### src/rtl/framebuffer_pixel_writer_unit_assert.svh
// assertion macros for the framebuffer pixel writer
`ifndef FRAMEBUFFER_PIXEL_WRITER_UNIT_ASSERT_SVH
`define FRAMEBUFFER_PIXEL_WRITER_UNIT_ASSERT_SVH
`ifndef ASSERT_OFF
// clocked property, switched off while reset is asserted
`define FPW_ASSERT(label, clk, rst_n, prop) \
    label: assert property (@(posedge clk) disable iff (!rst_n) prop) \
        else $error("fpw assertion failed");
// clocked property, checked during reset too
`define FPW_ASSERT_ALWAYS(label, clk, prop) \
    label: assert property (@(posedge clk) prop) \
        else $error("fpw assertion failed");
`else
`define FPW_ASSERT(label, clk, rst_n, prop)
`define FPW_ASSERT_ALWAYS(label, clk, prop)
`endif
`endif

### src/rtl/fpw_pkg.sv
// shared types, constants and helpers of the framebuffer pixel writer
`timescale 1ns / 1ps
`default_nettype none

package fpw_pkg;

    // largest clip extent
    localparam int MAX_DIM = 4096;

    // configuration port
    localparam int ADDR_W = 5;
    localparam int DATA_W = 32;

    // register indexes
    localparam logic [2:0] REG_BPP         = 3'd0;
    localparam logic [2:0] REG_ROW_PITCH   = 3'd1;
    localparam logic [2:0] REG_CLIP_WIDTH  = 3'd2;
    localparam logic [2:0] REG_CLIP_HEIGHT = 3'd3;
    localparam logic [2:0] REG_FRAME_BASE  = 3'd4;
    localparam logic [2:0] REG_RED         = 3'd5;
    localparam logic [2:0] REG_GREEN       = 3'd6;
    localparam logic [2:0] REG_BLUE        = 3'd7;

    // supported pixel depths
    localparam logic [5:0] BPP_1  = 6'd1;
    localparam logic [5:0] BPP_2  = 6'd2;
    localparam logic [5:0] BPP_4  = 6'd4;
    localparam logic [5:0] BPP_8  = 6'd8;
    localparam logic [5:0] BPP_15 = 6'd15;
    localparam logic [5:0] BPP_16 = 6'd16;
    localparam logic [5:0] BPP_24 = 6'd24;
    localparam logic [5:0] BPP_32 = 6'd32;

    localparam logic [5:0] BPP_RESET = BPP_32;

    // byte enable codes
    localparam logic [3:0] BE_WORD  = 4'hF;
    localparam logic [3:0] BE_TRIPLE = 4'h7;
    localparam logic [3:0] BE_HALF  = 4'h3;
    localparam logic [3:0] BE_BYTE  = 4'h1;

    typedef struct packed {
        logic [5:0]  pixel_depth;
        logic [15:0] row_pitch;
        logic [12:0] clip_width;
        logic [12:0] clip_height;
        logic [31:0] frame_base;
        logic [10:0] red_layout;
        logic [10:0] green_layout;
        logic [10:0] blue_layout;
    } cfg_t;

    // register file contents after reset
    localparam cfg_t CFG_RESET = {BPP_RESET, 16'd0, 13'd0, 13'd0, 32'd0,
                                  11'd0, 11'd0, 11'd0};

    typedef struct packed {
        logic [5:0] len;
        logic [4:0] off;
    } chan_layout_t;

    typedef struct packed {
        logic signed [15:0] x_pos;
        logic signed [15:0] y_pos;
        logic [23:0]        pixel_color;
    } pixel_in_t;

    typedef struct packed {
        logic        write_enable;
        logic [31:0] byte_address;
        logic [31:0] write_data;
        logic [3:0]  byte_enable;
        logic [7:0]  bit_mask;
    } pixel_out_t;

    // whole part of 2^len / 255: one 0x01 byte per full octet of len, shifted by len mod 8
    function automatic logic [22:0] chan_q_coef(input logic [4:0] len);
        logic [23:0] q;
        q = 24'd0;
        for (int j = 0; j < 3; j++)
        begin
            if (j < int'(len[4:3]))
            begin
                q[8*j] = 1'b1;
            end
        end
        q = q << len[2:0];
        return q[22:0];
    endfunction

endpackage

`default_nettype wire

### src/rtl/framebuffer_pixel_writer_unit.sv
// top level of the framebuffer pixel writer: config port, input register, formatter, result register
`timescale 1ns / 1ps
`default_nettype none
`include "framebuffer_pixel_writer_unit_assert.svh"

// framebuffer pixel writer: takes one pixel item (x, y, rgb888 color) per clock and returns
// exactly one result item for it, a memory write request (byte address, little-endian data,
// byte enables, bit mask) or, for a clipped point or an unsupported depth, an item with
// write_enable low and all other fields zero. throughput is one item per clock unless
// px_ready drops; an accepted item is held in the input register and its result in the
// result register, the two that bracket the formatter (row pitch multiply, three channel
// scalers with their reciprocal multiplies). the result register and input register form a
// two-deep pipeline, so a new item is taken while a finished result waits for wr_ready;
// px_ready drops only when both hold an item and wr_ready is low.
// registers are written through the apb-style port at byte address 4*index and must only
// change while no item is in flight.

module framebuffer_pixel_writer_unit (
    input  wire logic                       clk,
    input  wire logic                       rst_n,
    // pixel item channel
    input  wire logic                       px_valid,
    output logic                            px_ready,
    input  wire fpw_pkg::pixel_in_t         px_item,
    // write request channel
    output logic                            wr_valid,
    input  wire logic                       wr_ready,
    output fpw_pkg::pixel_out_t             wr_item,
    // configuration port
    input  wire logic                       psel,
    input  wire logic                       penable,
    input  wire logic                       pwrite,
    input  wire logic [fpw_pkg::ADDR_W-1:0] paddr,
    input  wire logic [fpw_pkg::DATA_W-1:0] pwdata,
    output logic      [fpw_pkg::DATA_W-1:0] prdata,
    output logic                            pready
);
    import fpw_pkg::*;

    cfg_t       cfg;

    // input register stage
    logic       s1_valid_reg;
    logic       s1_valid_next;
    pixel_in_t  s1_item_reg;
    pixel_in_t  s1_item_next;

    // result register stage
    logic       wr_valid_reg;
    logic       wr_valid_next;
    pixel_out_t wr_item_reg;
    pixel_out_t wr_item_next;

    pixel_out_t fmt_res;
    logic       px_accept;
    logic       s2_load;
    logic       s1_adv;

    fpw_cfg_regs u_regs (
        .clk     (clk),
        .rst_n   (rst_n),
        .psel    (psel),
        .penable (penable),
        .pwrite  (pwrite),
        .paddr   (paddr),
        .pwdata  (pwdata),
        .prdata  (prdata),
        .pready  (pready),
        .cfg     (cfg)
    );

    // result slot frees when empty or being drained this cycle
    assign s2_load   = !wr_valid_reg || wr_ready;
    assign s1_adv    = s1_valid_reg && s2_load;
    assign px_ready  = !s1_valid_reg || s2_load;
    assign px_accept = px_valid && px_ready;

    fpw_formatter u_fmt (
        .cfg  (cfg),
        .item (s1_item_reg),
        .res  (fmt_res)
    );

    always_comb
    begin
        s1_valid_next = s1_valid_reg;
        s1_item_next  = s1_item_reg;
        wr_valid_next = wr_valid_reg;
        wr_item_next  = wr_item_reg;
        if (px_accept)
        begin
            s1_valid_next = 1'b1;
            s1_item_next  = px_item;
        end
        else if (s1_adv)
        begin
            s1_valid_next = 1'b0;
        end
        if (s2_load)
        begin
            wr_valid_next = s1_valid_reg;
        end
        if (s1_adv)
        begin
            wr_item_next = fmt_res;
        end
    end

    // control state
    always_ff @(posedge clk or negedge rst_n)
    begin
        if (!rst_n)
        begin
            s1_valid_reg <= 1'b0;
            wr_valid_reg <= 1'b0;
        end
        else
        begin
            s1_valid_reg <= s1_valid_next;
            wr_valid_reg <= wr_valid_next;
        end
    end

    // payload, no reset needed
    always_ff @(posedge clk)
    begin
        s1_item_reg <= s1_item_next;
        wr_item_reg <= wr_item_next;
    end

    assign wr_valid = wr_valid_reg;
    assign wr_item  = wr_item_reg;

    // a dropped point leaves every write field at zero
    `FPW_ASSERT(a_drop_zero, clk, rst_n, (wr_valid && !wr_item.write_enable) |-> (wr_item.byte_address == 32'd0 && wr_item.write_data == 32'd0 && wr_item.byte_enable == 4'd0 && wr_item.bit_mask == 8'd0))
    // a real write carries a legal enable code and a nonempty mask
    `FPW_ASSERT(a_write_shape, clk, rst_n, (wr_valid && wr_item.write_enable) |-> ((wr_item.byte_enable == BE_WORD || wr_item.byte_enable == BE_TRIPLE || wr_item.byte_enable == BE_HALF || wr_item.byte_enable == BE_BYTE) && wr_item.bit_mask != 8'd0))
    // multi-byte writes always replace the whole first byte
    `FPW_ASSERT(a_wide_mask, clk, rst_n, (wr_valid && wr_item.write_enable && wr_item.byte_enable != BE_BYTE) |-> (wr_item.bit_mask == 8'hFF))
    // an item held in the input register is not lost while the result stalls
    `FPW_ASSERT(a_hold_stage, clk, rst_n, (s1_valid_reg && wr_valid_reg && !wr_ready) |=> s1_valid_reg)

endmodule

`default_nettype wire

### src/rtl/fpw_cfg_regs.sv
// configuration register file behind the apb-style port
`timescale 1ns / 1ps
`default_nettype none

module fpw_cfg_regs (
    input  wire logic                       clk,
    input  wire logic                       rst_n,
    input  wire logic                       psel,
    input  wire logic                       penable,
    input  wire logic                       pwrite,
    input  wire logic [fpw_pkg::ADDR_W-1:0] paddr,
    input  wire logic [fpw_pkg::DATA_W-1:0] pwdata,
    output logic      [fpw_pkg::DATA_W-1:0] prdata,
    output logic                            pready,
    output fpw_pkg::cfg_t                   cfg
);
    import fpw_pkg::*;

    cfg_t       cfg_reg;
    cfg_t       cfg_next;
    logic       wr_en;
    logic [2:0] reg_idx;

    assign pready  = 1'b1;
    assign wr_en   = psel && penable && pwrite;
    assign reg_idx = paddr[ADDR_W-1:2];
    assign cfg     = cfg_reg;

    always_comb
    begin
        cfg_next = cfg_reg;
        if (wr_en)
        begin
            case (reg_idx)
                REG_BPP:         cfg_next.pixel_depth    = pwdata[5:0];
                REG_ROW_PITCH:   cfg_next.row_pitch      = pwdata[15:0];
                REG_CLIP_WIDTH:  cfg_next.clip_width     = pwdata[12:0];
                REG_CLIP_HEIGHT: cfg_next.clip_height    = pwdata[12:0];
                REG_FRAME_BASE:  cfg_next.frame_base     = pwdata[31:0];
                REG_RED:         cfg_next.red_layout     = pwdata[10:0];
                REG_GREEN:       cfg_next.green_layout   = pwdata[10:0];
                REG_BLUE:        cfg_next.blue_layout    = pwdata[10:0];
                default:         cfg_next = cfg_reg;
            endcase
        end
    end

    always_ff @(posedge clk or negedge rst_n)
    begin
        if (!rst_n)
        begin
            cfg_reg <= CFG_RESET;
        end
        else
        begin
            cfg_reg <= cfg_next;
        end
    end

    always_comb
    begin
        case (reg_idx)
            REG_BPP:         prdata = {26'd0, cfg_reg.pixel_depth};
            REG_ROW_PITCH:   prdata = {16'd0, cfg_reg.row_pitch};
            REG_CLIP_WIDTH:  prdata = {19'd0, cfg_reg.clip_width};
            REG_CLIP_HEIGHT: prdata = {19'd0, cfg_reg.clip_height};
            REG_FRAME_BASE:  prdata = cfg_reg.frame_base;
            REG_RED:         prdata = {21'd0, cfg_reg.red_layout};
            REG_GREEN:       prdata = {21'd0, cfg_reg.green_layout};
            REG_BLUE:        prdata = {21'd0, cfg_reg.blue_layout};
            default:         prdata = '0;
        endcase
    end

endmodule

`default_nettype wire

### src/rtl/fpw_chan_scale.sv
// one color channel: rounded scale of an 8-bit component to its length, then shift to offset
`timescale 1ns / 1ps
`default_nettype none

module fpw_chan_scale (
    input  wire logic [7:0]            chan,
    input  wire fpw_pkg::chan_layout_t layout,
    output logic      [31:0]           placed
);
    import fpw_pkg::*;

    // c*(2^L-1)+127 = 255*c*Q + (c*(2^(L mod 8)-1)+127), Q = whole part of 2^L/255
    logic [22:0] q_coef;
    logic [30:0] whole_part;
    logic [14:0] rem_sum;
    logic [30:0] rem_prod;
    logic [7:0]  rem_quot;
    logic [30:0] scaled;
    logic [31:0] chan_val;

    assign q_coef     = chan_q_coef(layout.len[4:0]);
    assign whole_part = 31'({23'd0, chan} * {8'd0, q_coef});
    assign rem_sum    = 15'({7'd0, chan} << layout.len[2:0]) - {7'd0, chan} + 15'd127;
    // divide by 255 via reciprocal, exact below 2^15
    assign rem_prod   = 31'({16'd0, rem_sum} * 31'd32897);
    assign rem_quot   = rem_prod[30:23];
    assign scaled     = whole_part + {23'd0, rem_quot};

    always_comb
    begin
        if (layout.len == 6'd0)
        begin
            chan_val = '0;
        end
        else if (layout.len >= 6'd31)
        begin
            chan_val = {24'd0, chan};
        end
        else
        begin
            chan_val = {1'b0, scaled};
        end
    end

    assign placed = chan_val << layout.off;

endmodule

`default_nettype wire

### src/rtl/fpw_formatter.sv
// clip, pixel format conversion and address generation for one item
`timescale 1ns / 1ps
`default_nettype none

module fpw_formatter (
    input  wire fpw_pkg::cfg_t      cfg,
    input  wire fpw_pkg::pixel_in_t item,
    output fpw_pkg::pixel_out_t     res
);
    import fpw_pkg::*;

    function automatic logic [3:0] color_index(input logic [7:0] r, input logic [7:0] g,
                                               input logic [7:0] b);
        logic [3:0] idx;
        idx    = 4'd0;
        idx[2] = (r > 8'd64);
        idx[1] = (g > 8'd64);
        idx[0] = (b > 8'd64);
        idx[3] = (r > 8'd128) || (g > 8'd128) || (b > 8'd128);
        return idx;
    endfunction

    logic [15:0]  xr;
    logic [15:0]  yr;
    logic [7:0]   r;
    logic [7:0]   g;
    logic [7:0]   b;
    logic [12:0]  cw_eff;
    logic [12:0]  ch_eff;
    logic         clipped;
    chan_layout_t lay_r;
    chan_layout_t lay_g;
    chan_layout_t lay_b;
    logic [31:0]  placed_r;
    logic [31:0]  placed_g;
    logic [31:0]  placed_b;
    logic [31:0]  packed_px;
    logic [15:0]  luma_sum;
    logic [7:0]   luma;
    logic [3:0]   cidx;
    logic [31:0]  row_off;
    logic [31:0]  xoff;
    logic [31:0]  data;
    logic [3:0]   be;
    logic [7:0]   mask;
    logic         ok;

    assign xr = item.x_pos;
    assign yr = item.y_pos;
    assign r  = item.pixel_color[23:16];
    assign g  = item.pixel_color[15:8];
    assign b  = item.pixel_color[7:0];

    assign cw_eff  = (cfg.clip_width > 13'(MAX_DIM)) ? 13'(MAX_DIM) : cfg.clip_width;
    assign ch_eff  = (cfg.clip_height > 13'(MAX_DIM)) ? 13'(MAX_DIM) : cfg.clip_height;
    // negative coordinates carry bit 15 and so always fail the bound
    assign clipped = xr[15] || yr[15] || (xr >= {3'd0, cw_eff}) || (yr >= {3'd0, ch_eff});

    // channel layouts, with the standard layout of the depth when all lengths are zero
    always_comb
    begin
        lay_r = chan_layout_t'(cfg.red_layout);
        lay_g = chan_layout_t'(cfg.green_layout);
        lay_b = chan_layout_t'(cfg.blue_layout);
        if (lay_r.len == 6'd0 && lay_g.len == 6'd0 && lay_b.len == 6'd0)
        begin
            case (cfg.pixel_depth)
                BPP_32, BPP_24:
                begin
                    lay_r = '{len: 6'd8, off: 5'd16};
                    lay_g = '{len: 6'd8, off: 5'd8};
                    lay_b = '{len: 6'd8, off: 5'd0};
                end
                BPP_16:
                begin
                    lay_r = '{len: 6'd5, off: 5'd11};
                    lay_g = '{len: 6'd6, off: 5'd5};
                    lay_b = '{len: 6'd5, off: 5'd0};
                end
                default:
                begin
                    lay_r = '{len: 6'd5, off: 5'd10};
                    lay_g = '{len: 6'd5, off: 5'd5};
                    lay_b = '{len: 6'd5, off: 5'd0};
                end
            endcase
        end
    end

    fpw_chan_scale u_scale_r (
        .chan   (r),
        .layout (lay_r),
        .placed (placed_r)
    );

    fpw_chan_scale u_scale_g (
        .chan   (g),
        .layout (lay_g),
        .placed (placed_g)
    );

    fpw_chan_scale u_scale_b (
        .chan   (b),
        .layout (lay_b),
        .placed (placed_b)
    );

    assign packed_px = placed_r | placed_g | placed_b;

    assign luma_sum = 16'({8'd0, r} * 16'd77) + 16'({8'd0, g} * 16'd150)
                    + 16'({8'd0, b} * 16'd29);
    assign luma     = luma_sum[15:8];
    assign cidx     = color_index(r, g, b);

    assign row_off = {16'd0, yr} * {16'd0, cfg.row_pitch};

    always_comb
    begin
        ok   = 1'b1;
        xoff = '0;
        data = '0;
        be   = BE_BYTE;
        mask = 8'hFF;
        case (cfg.pixel_depth)
            BPP_32:
            begin
                xoff = {14'd0, xr, 2'b00};
                data = packed_px;
                be   = BE_WORD;
            end
            BPP_24:
            begin
                xoff = {15'd0, xr, 1'b0} + {16'd0, xr};
                data = {8'd0, packed_px[23:0]};
                be   = BE_TRIPLE;
            end
            BPP_16, BPP_15:
            begin
                xoff = {15'd0, xr, 1'b0};
                data = {16'd0, packed_px[15:0]};
                be   = BE_HALF;
            end
            BPP_8:
            begin
                xoff = {16'd0, xr};
                data = {28'd0, cidx};
            end
            BPP_4:
            begin
                xoff = {17'd0, xr[15:1]};
                mask = xr[0] ? 8'h0F : 8'hF0;
                data = {24'd0, xr[0] ? {4'd0, cidx} : {cidx, 4'd0}};
            end
            BPP_2:
            begin
                xoff = {18'd0, xr[15:2]};
                mask = 8'h03 << {~xr[1:0], 1'b0};
                data = {24'd0, 8'({6'd0, luma[7:6]} << {~xr[1:0], 1'b0})};
            end
            BPP_1:
            begin
                xoff = {19'd0, xr[15:3]};
                mask = 8'h01 << ~xr[2:0];
                data = {24'd0, (luma > 8'd127) ? mask : 8'h00};
            end
            default:
            begin
                ok = 1'b0;
            end
        endcase
    end

    always_comb
    begin
        res = '0;
        if (ok && !clipped)
        begin
            res.write_enable = 1'b1;
            res.byte_address = cfg.frame_base + row_off + xoff;
            res.write_data   = data;
            res.byte_enable  = be;
            res.bit_mask     = mask;
        end
    end

endmodule

`default_nettype wire
### config.mk
export PLATFORM = sky130hd
export DESIGN_NAME = framebuffer_pixel_writer_unit
export DESIGN_NICKNAME = d
export VERILOG_FILES = /design/src/rtl/fpw_pkg.sv /design/src/rtl/framebuffer_pixel_writer_unit.sv /design/src/rtl/fpw_cfg_regs.sv /design/src/rtl/fpw_chan_scale.sv /design/src/rtl/fpw_formatter.sv
export VERILOG_INCLUDE_DIRS = /design/src /design/src/rtl
export SDC_FILE = /design/constraint.sdc
export NUM_CORES = 2
export LEC_CHECK = 0
export BUFFER_PORTS_ARGS = -buffer_cell sky130_fd_sc_hd__clkbuf_2
export CAP_MARGIN = 20
export CORE_UTILIZATION = 65
export CTS_CLUSTER_SIZE = 12
export DETAILED_ROUTE_END_ITERATION = 7
export GPL_TIMING_DRIVEN = 0
export PLACE_DENSITY = 0.85
export SYNTH_ARGS = -nofsm -noshare
export SYNTH_HDL_FRONTEND = slang
export SYNTH_SLANG_ARGS = --single-unit
### constraint.sdc
create_clock -name clk -period 16.83 [get_ports clk]
set_input_delay 2.5245 -clock clk [delete_from_list [all_inputs] [get_ports clk]]
set_output_delay 2.5245 -clock clk [all_outputs]
set_load 0.02 [all_outputs]
* Word level (Yosys, flattened, before mapping)
Cells that the tools add are included.
** Word-level totals
- Flip-flop bits (word level) :: 248
** Operators by class
- Equal/unequal tests :: 15
- Multipliers :: 10
- Reduce and logical (&&, ||, !) cells :: 36
- Bitwise gates (word level) :: 4
- Mux-type cells :: 35
- Shift-type cells :: 12
- Order comparisons :: 23
- Add/subtract/negate cells :: 14
** Operators by type and width (number)
- case mux 32 bit (7 select lines) :: 2
- case mux 32 bit (8 select lines) :: 1
- two-way mux 31 bit :: 6
- left shift 32 x 5 -> 32 bit :: 3
- adder 31 x 8 -> 31 bit :: 3
- multiplier 15 x 16 -> 31 bit (second input constant) :: 3
- multiplier 8 x 23 -> 31 bit :: 3
- two-way mux 77 bit :: 1
- left shift 17 x 3 -> 23 bit :: 3
- adder 32 bit :: 2
- OR 32 bit :: 2
- adder 15 x 7 -> 15 bit (second input constant) :: 3
- left shift 8 x 3 -> 15 bit :: 3
- subtractor 15 x 8 -> 15 bit :: 3
- zero test 6 bit :: 6
- case mux 9 bit (2 select lines) :: 2
- two-way mux 11 bit :: 3
- >= comparator 16 x 13 -> 1 bit :: 2
- greater-than comparator 8 x 7 -> 1 bit (second input constant) :: 4
- multiplier 16 x 16 -> 32 bit :: 1
- multiplier 8 x 7 -> 15 bit (second input constant) :: 2
- greater-than comparator 13 bit (second input constant) :: 2
- two-way mux 13 bit :: 2
- greater-than comparator 8 bit (second input constant) :: 3
- 34 further kinds :: 84

* Depth between registers and ports, before layout
- Depth after elaboration :: 16
- Mapped depth :: 63
- Depth with buffers taken out :: 58

* Modules after synthesis
From an unflattened synthesis, not the netlist that was laid out.
** Unflattened totals
- Cell total of the unflattened synthesis :: 6701
- Area, all modules :: 57646.5 µm²
** By module, submodules not included
- fpw_chan_scale at u_fmt.u_scale_b ... :: area an instance 10943.0 µm², instances 2, cells an instance 1438
- fpw_formatter :: area an instance 15832.7 µm², instances 1, cells an instance 1937
- fpw_chan_scale at u_fmt.u_scale_r :: area an instance 10671.5 µm², instances 1, cells an instance 1388
- fpw_cfg_regs :: area an instance 5158.7 µm², instances 1, cells an instance 359
- framebuffer_pixel_writer_unit :: area an instance 4097.7 µm², instances 1, cells an instance 141

* Worst setup path before layout
OpenSTA, ideal clock, no wires.
- Path type :: register -> register
- From :: register u_regs.cfg_reg (netlist bit u_regs.cfg[16])
- To :: register wr_item_reg (netlist bit wr_item[38]) (data pin)
- Setup slack :: 3.426 ns
- Buffers on the path :: 6
- Stages on the path, launching flop included :: 58
- Arrival :: 13.129 ns
- Period minus slack after synthesis :: 13.404 ns
- Required time :: 16.555 ns
- Cell sequence :: dfrtp_1 > buf_2 > or4_4 > or2_4 > buf_6 > nor2_1 > buf_2 > buf_2 > nor2_1 > nor2_2 > buf_2 > mux2i_1 > nor3_1 > ha_1 > ha_1 > fa_1 > a21o_1 > a21oi_1 > (+22 left out) > inv_1 > fa_1 > inv_1 > fa_1 > inv_1 > ha_1 > nor4_1 > o21ai_0 > and3_1 > clkbuf_1 > o211a_1 > o31a_1 > xor2_1 > mux2_2 > mux2_2 > a32o_1 > o31ai_1 > o221ai_1
** On the way
- Word-level cells in the longest chain between the ends :: 15
** Ends and longest elaborated chain
- start: declaration :: RTL line fpw_cfg_regs.sv:19 : cfg_t cfg_reg;
- start signal: assignment :: RTL line fpw_cfg_regs.sv:56 : cfg_reg <= cfg_next;
- zero test 6 bit :: RTL line fpw_formatter.sv:65 : if (lay_r.len == 6'd0 && lay_g.len == 6'd0 && lay_b.len == 6'd0)
- logical AND 1 bit (2 in series) :: RTL line fpw_formatter.sv:65
- two-way mux 11 bit :: RTL line fpw_formatter.sv:65
- left shift 8 x 3 -> 15 bit, or another cell as far along :: RTL line fpw_chan_scale.sv:23 : assign rem_sum = 15'({7'd0, chan} << layout.len[2:0]) - {7'd0, chan} + 15'd127;
- subtractor 15 x 8 -> 15 bit / two-way mux 1 bit (equally long branches) :: RTL line fpw_chan_scale.sv:23, fpw_pkg.sv:82
- adder 15 x 7 -> 15 bit / left shift 17 x 3 -> 23 bit (equally long branches) :: RTL line fpw_chan_scale.sv:23, fpw_pkg.sv:87
- multiplier 15 x 16 -> 31 bit / multiplier 8 x 23 -> 31 bit (equally long branches) :: RTL line fpw_chan_scale.sv:25, fpw_chan_scale.sv:22
- adder 31 x 8 -> 31 bit :: RTL line fpw_chan_scale.sv:27 : assign scaled = whole_part + {23'd0, rem_quot};
- two-way mux 31 bit :: RTL line fpw_chan_scale.sv:35 : else if (layout.len >= 6'd31)
- two-way mux 31 bit :: RTL line fpw_chan_scale.sv:31 : if (layout.len == 6'd0)
- left shift 32 x 5 -> 32 bit :: RTL line fpw_chan_scale.sv:45 : assign placed = chan_val << layout.off;
- OR 32 bit :: RTL line fpw_formatter.sv:108 : assign packed_px = placed_r | placed_g | placed_b;
- OR 32 bit * :: RTL line fpw_formatter.sv:108
- case mux 32 bit (7 select lines) * :: RTL line fpw_formatter.sv:124 : case (cfg.pixel_depth)
- end signal: assignment :: RTL line framebuffer_pixel_writer_unit.sv:128 : wr_item_reg <= wr_item_next;
- end: declaration :: RTL line framebuffer_pixel_writer_unit.sv:51 : pixel_out_t wr_item_reg;
Mark *: on every way between the ends. The rest lies on a longest branch, timed or not.
A chain may end at the register's enable or synchronous reset.

* Worst setup path in the final report
- From :: register u_regs.cfg_reg (netlist bit u_regs.cfg[20])
- To :: register wr_item_reg (netlist bit wr_item[36]) (data pin)
The elaborated chain is that of the path after synthesis.

==> run_results.csv <==
group,metric,value,unit
sta,slew_violations,0,
yosys,synth_edf_count,133,
placement,placed_cells,8041,
floorplan,core-area,0.0857,mm2
layout,postLayoutCoreUtil,70.3,%
yosys,synth_nets,8138,
yosys,synthXorXnorAreaFrac,2.57,%
clock_tree,cts_sinks,248,
min_path,hold_end,"wr_valid",
setup_path,cp_slowest_cell,"a41oi_1",
sta,fin_crit,16370,ps
routing,wl_per_cell,24.6,um
routing,vias,53400,
setup_path,rr_endpoint,"wr_item[36]",
clock_tree,cts_hold_buf,0,
layout,fin_nets,8398,
yosys,yosysWarnings,0,
yosys,ys.flop_type,"edfxtp_1",
min_path,min_from,"s1_valid_reg",
layout,nFillCells,6806,
grt,grt_pass1_wl,310000,um
sta,setup-violations-final,0,
floorplan,dieHeight,297,um
yosys,async_flop_share,46.4,%
clock_tree,cts_tree,"done",
routing,drt-initial-drc-count,7119,
clock_tree,cts-htree-levels,1,
yosys,yosysTopAreaCellShare,25.0,%
yosys,synth.mux.area_fraction,4.26,%
setup_path,r2r_slack,460,ps
placement,hpwl,163000,um
placement,placed_area,0.0592,mm2
sta,clock.fmax,61.1,MHz
layout,layoutNonFillerInstCount,8107,
setup_path,cpMostUsedCell,"ha_1",
min_path,hold_class,"reg2reg",
yosys,synth_top_area_cell,"fa_1",
sta,finalCritPeriodShare,97.3,%
clock_tree,root_buffer,"clkbuf_16",
sta,hold_viol_final,0,
grt,grt_pass1_vias,53900,
power,ir_drop,0.572,mV
yosys,ys_ff_latch,248,
setup_path,r2r-start,"u_regs.cfg[20]",
routing,wirelength,199000,um
yosys,avgSynthCellArea,8.47,um2
sta,layout_setup_ws,461,ps
routing,drtAntennaViolNets,0,
routing,drtPass1Iterations,8,
outcome,outcome,"finished, violations left",
grt,antenna_found_initial,10,
layout,postLayoutCellArea,0.0602,mm2
setup_path,reg2regPathDepth,61,
clock_tree,clk_latency,640,ps
yosys,synth_commonest_cells,"996 x inv_1, 802 x nand2_1, 707 x fa_1, 657 x ha_1, 380 x nor2_1",
yosys,yosys.area_share.simple,17.5,%
clock_tree,clk_pin_slew,70,ps
sta,worst_pin_slew,1200,ps
setup_path,required,17160,ps
floorplan,std_cell_rows,107,
yosys,synth_adder_area_share,39.6,%
floorplan,floorplan.initialDensity,65.9,%
sta,hold_ws,514,ps
routing,vias_per_cell,6.58,
sta,clock-skew-final,34.2,ps
yosys,synth.area.top_cells,"fa_1 25%, ha_1 15%, edfxtp_1 7.1%",
outcome,violations,"DRC",
layout,drive_above_1_share,7.53,%
clock_tree,clock_path_buffers,3,
job,drv_cap,0,
grt,grt_usage,45.2,%
min_path,hold_path_depth,1,
setup_path,path_max_fanout,10,
floorplan,die_w,297,um
layout,multiInputGateArea,0.0445,mm2
placement,place_ws,277,ps
setup_path,cp-start-kind,"flop",
setup_path,arrival,16700,ps
yosys,ys_seq_area_share,12.2,%
layout,seq_area,0.00687,mm2
setup_path,crit_type,"reg2reg",
power,power_density,207,mW/mm2
yosys,synth_top_family_by_area,"adder cells",
power,finalPower,12.5,mW
power,leakage,27.5,nW
placement,place_congestion,1.08,
sta,relSlewSlack,20.1,%
layout,largest_register_ffs,113,
yosys,synth_most_common_cell,"inv_1",
floorplan,io_pins,212,
floorplan,dieArea,0.0881,mm2
layout,syn_to_final_growth,6.54,%
routing,drc,27,
setup_path,end_kind,"flop",
yosys,synthDistinctLibCells,102,
yosys,netlist_instances,6674,
setup_path,max_stage_delay,680,ps
clock_tree,numCtsBuffers,29,
grt,overflow,0,
yosys,syn-cell-area,0.0565,mm2
grt,grt_start_max_net_pins,115,
yosys,synth_compound_area_share,14.6,%
sta,fin_setup_tns,0,ps
placement,port-buffer-count,207,
clock_tree,post-cts-setup-buffers,0,
## cells in the final DEF, fill, tap and decap left out, types with 45 or more instances in the layout
master    instances
a21o_1           87
fa_1            707
xnor2_1          97
clkbuf_2        210
inv_1           996
and2_1          161
ha_1            657
nor2_1          379
nand2_1         802
and3_1           45
nor4_1          177
mux2i_1          93
a31oi_1          50
clkbuf_1        310
dfrtp_1         114
nor3_1          243
o211ai_1         53
edfxtp_1        133
a211oi_1         58
xor2_1           68
a21oi_1         261
mux2_2          113
nand3_1          99
buf_2            50
o21ai_0         211
## power breakdown
group          internal [mW]  switching, mW
combinational           4.22           6.78
clock                  0.333          0.291
sequential             0.723          0.111
total                   5.28           7.19
## worst max-delay path: cells and delay by family, from the launching register on
family	cells	cell delay (ps)
buffers and inverters	10	2210
AOI/OAI and AO/OA	24	5630
adders and majority gates	12	4360
DFF	1	570
xor gates and xnor gates	3	930
and+or+nand+nor	12	2310
## final cells by class
| cell class | count | area share, % |
|---|---|---|
| Antenna cell | 8 | 0.0333 |
| Inverter | 1000 | 6.24 |
| Tap cell | 1144 | 2.38 |
| Sequential cell | 248 | 11.4 |
| Multi-Input combinational cell | 5050 | 73.9 |
| Clock buffer | 40 | 1.32 |
| Timing Repair Buffer | 229 | 2.11 |
| Buffer | 376 | 2.50 |
| Clock inverter | 12 | 0.154 |
## cell families (layout without fill, tap and decap cells)
group / count (synthesis) / count (layout)
DFF: 248 / 248
buffers and inverters: 1376 / 1657
other: 1 / 9
and+or+nand+nor: 2098 / 2098
adders and majority gates: 1364 / 1364
xor gates and xnor gates: 166 / 166
AOI/OAI and AO/OA: 1206 / 1206
muxes: 215 / 215
## layer usage
metal  share of wire, %  wire, um  GRT usage, %  up-vias
met1                 37     74700          57.6    25800
li1                   -         -             -    23300
met2                 45     89000          71.5     3452
met3                 11     21700          9.09      793
met4                7.0     13900          26.6        6
met5              0.020        40             0        -
## what timing repair did
action | in CTS | in global routing
gates resized for setup | 0 | 23
endpoints found under the hold margin | 0 | 0
endpoints found under the setup margin | 0 | 25
## worst max path at each step
stage	cells past startpoint	slack, ps	end	from
final	61	460	wr_item[36]	u_regs.cfg[20]
after global routing	62	-20	wr_item[40]	u_regs.cfg[20]
after CTS	54	160	wr_item[37]	u_regs.cfg[8]
after detailed placement	54	280	wr_item[37]	u_regs.cfg[8]
after global placement	54	330	wr_item[37]	u_regs.cfg[20]
after floorplan	57	3430	wr_item[38]	u_regs.cfg[16]
Power figures use the tool's default switching activity.
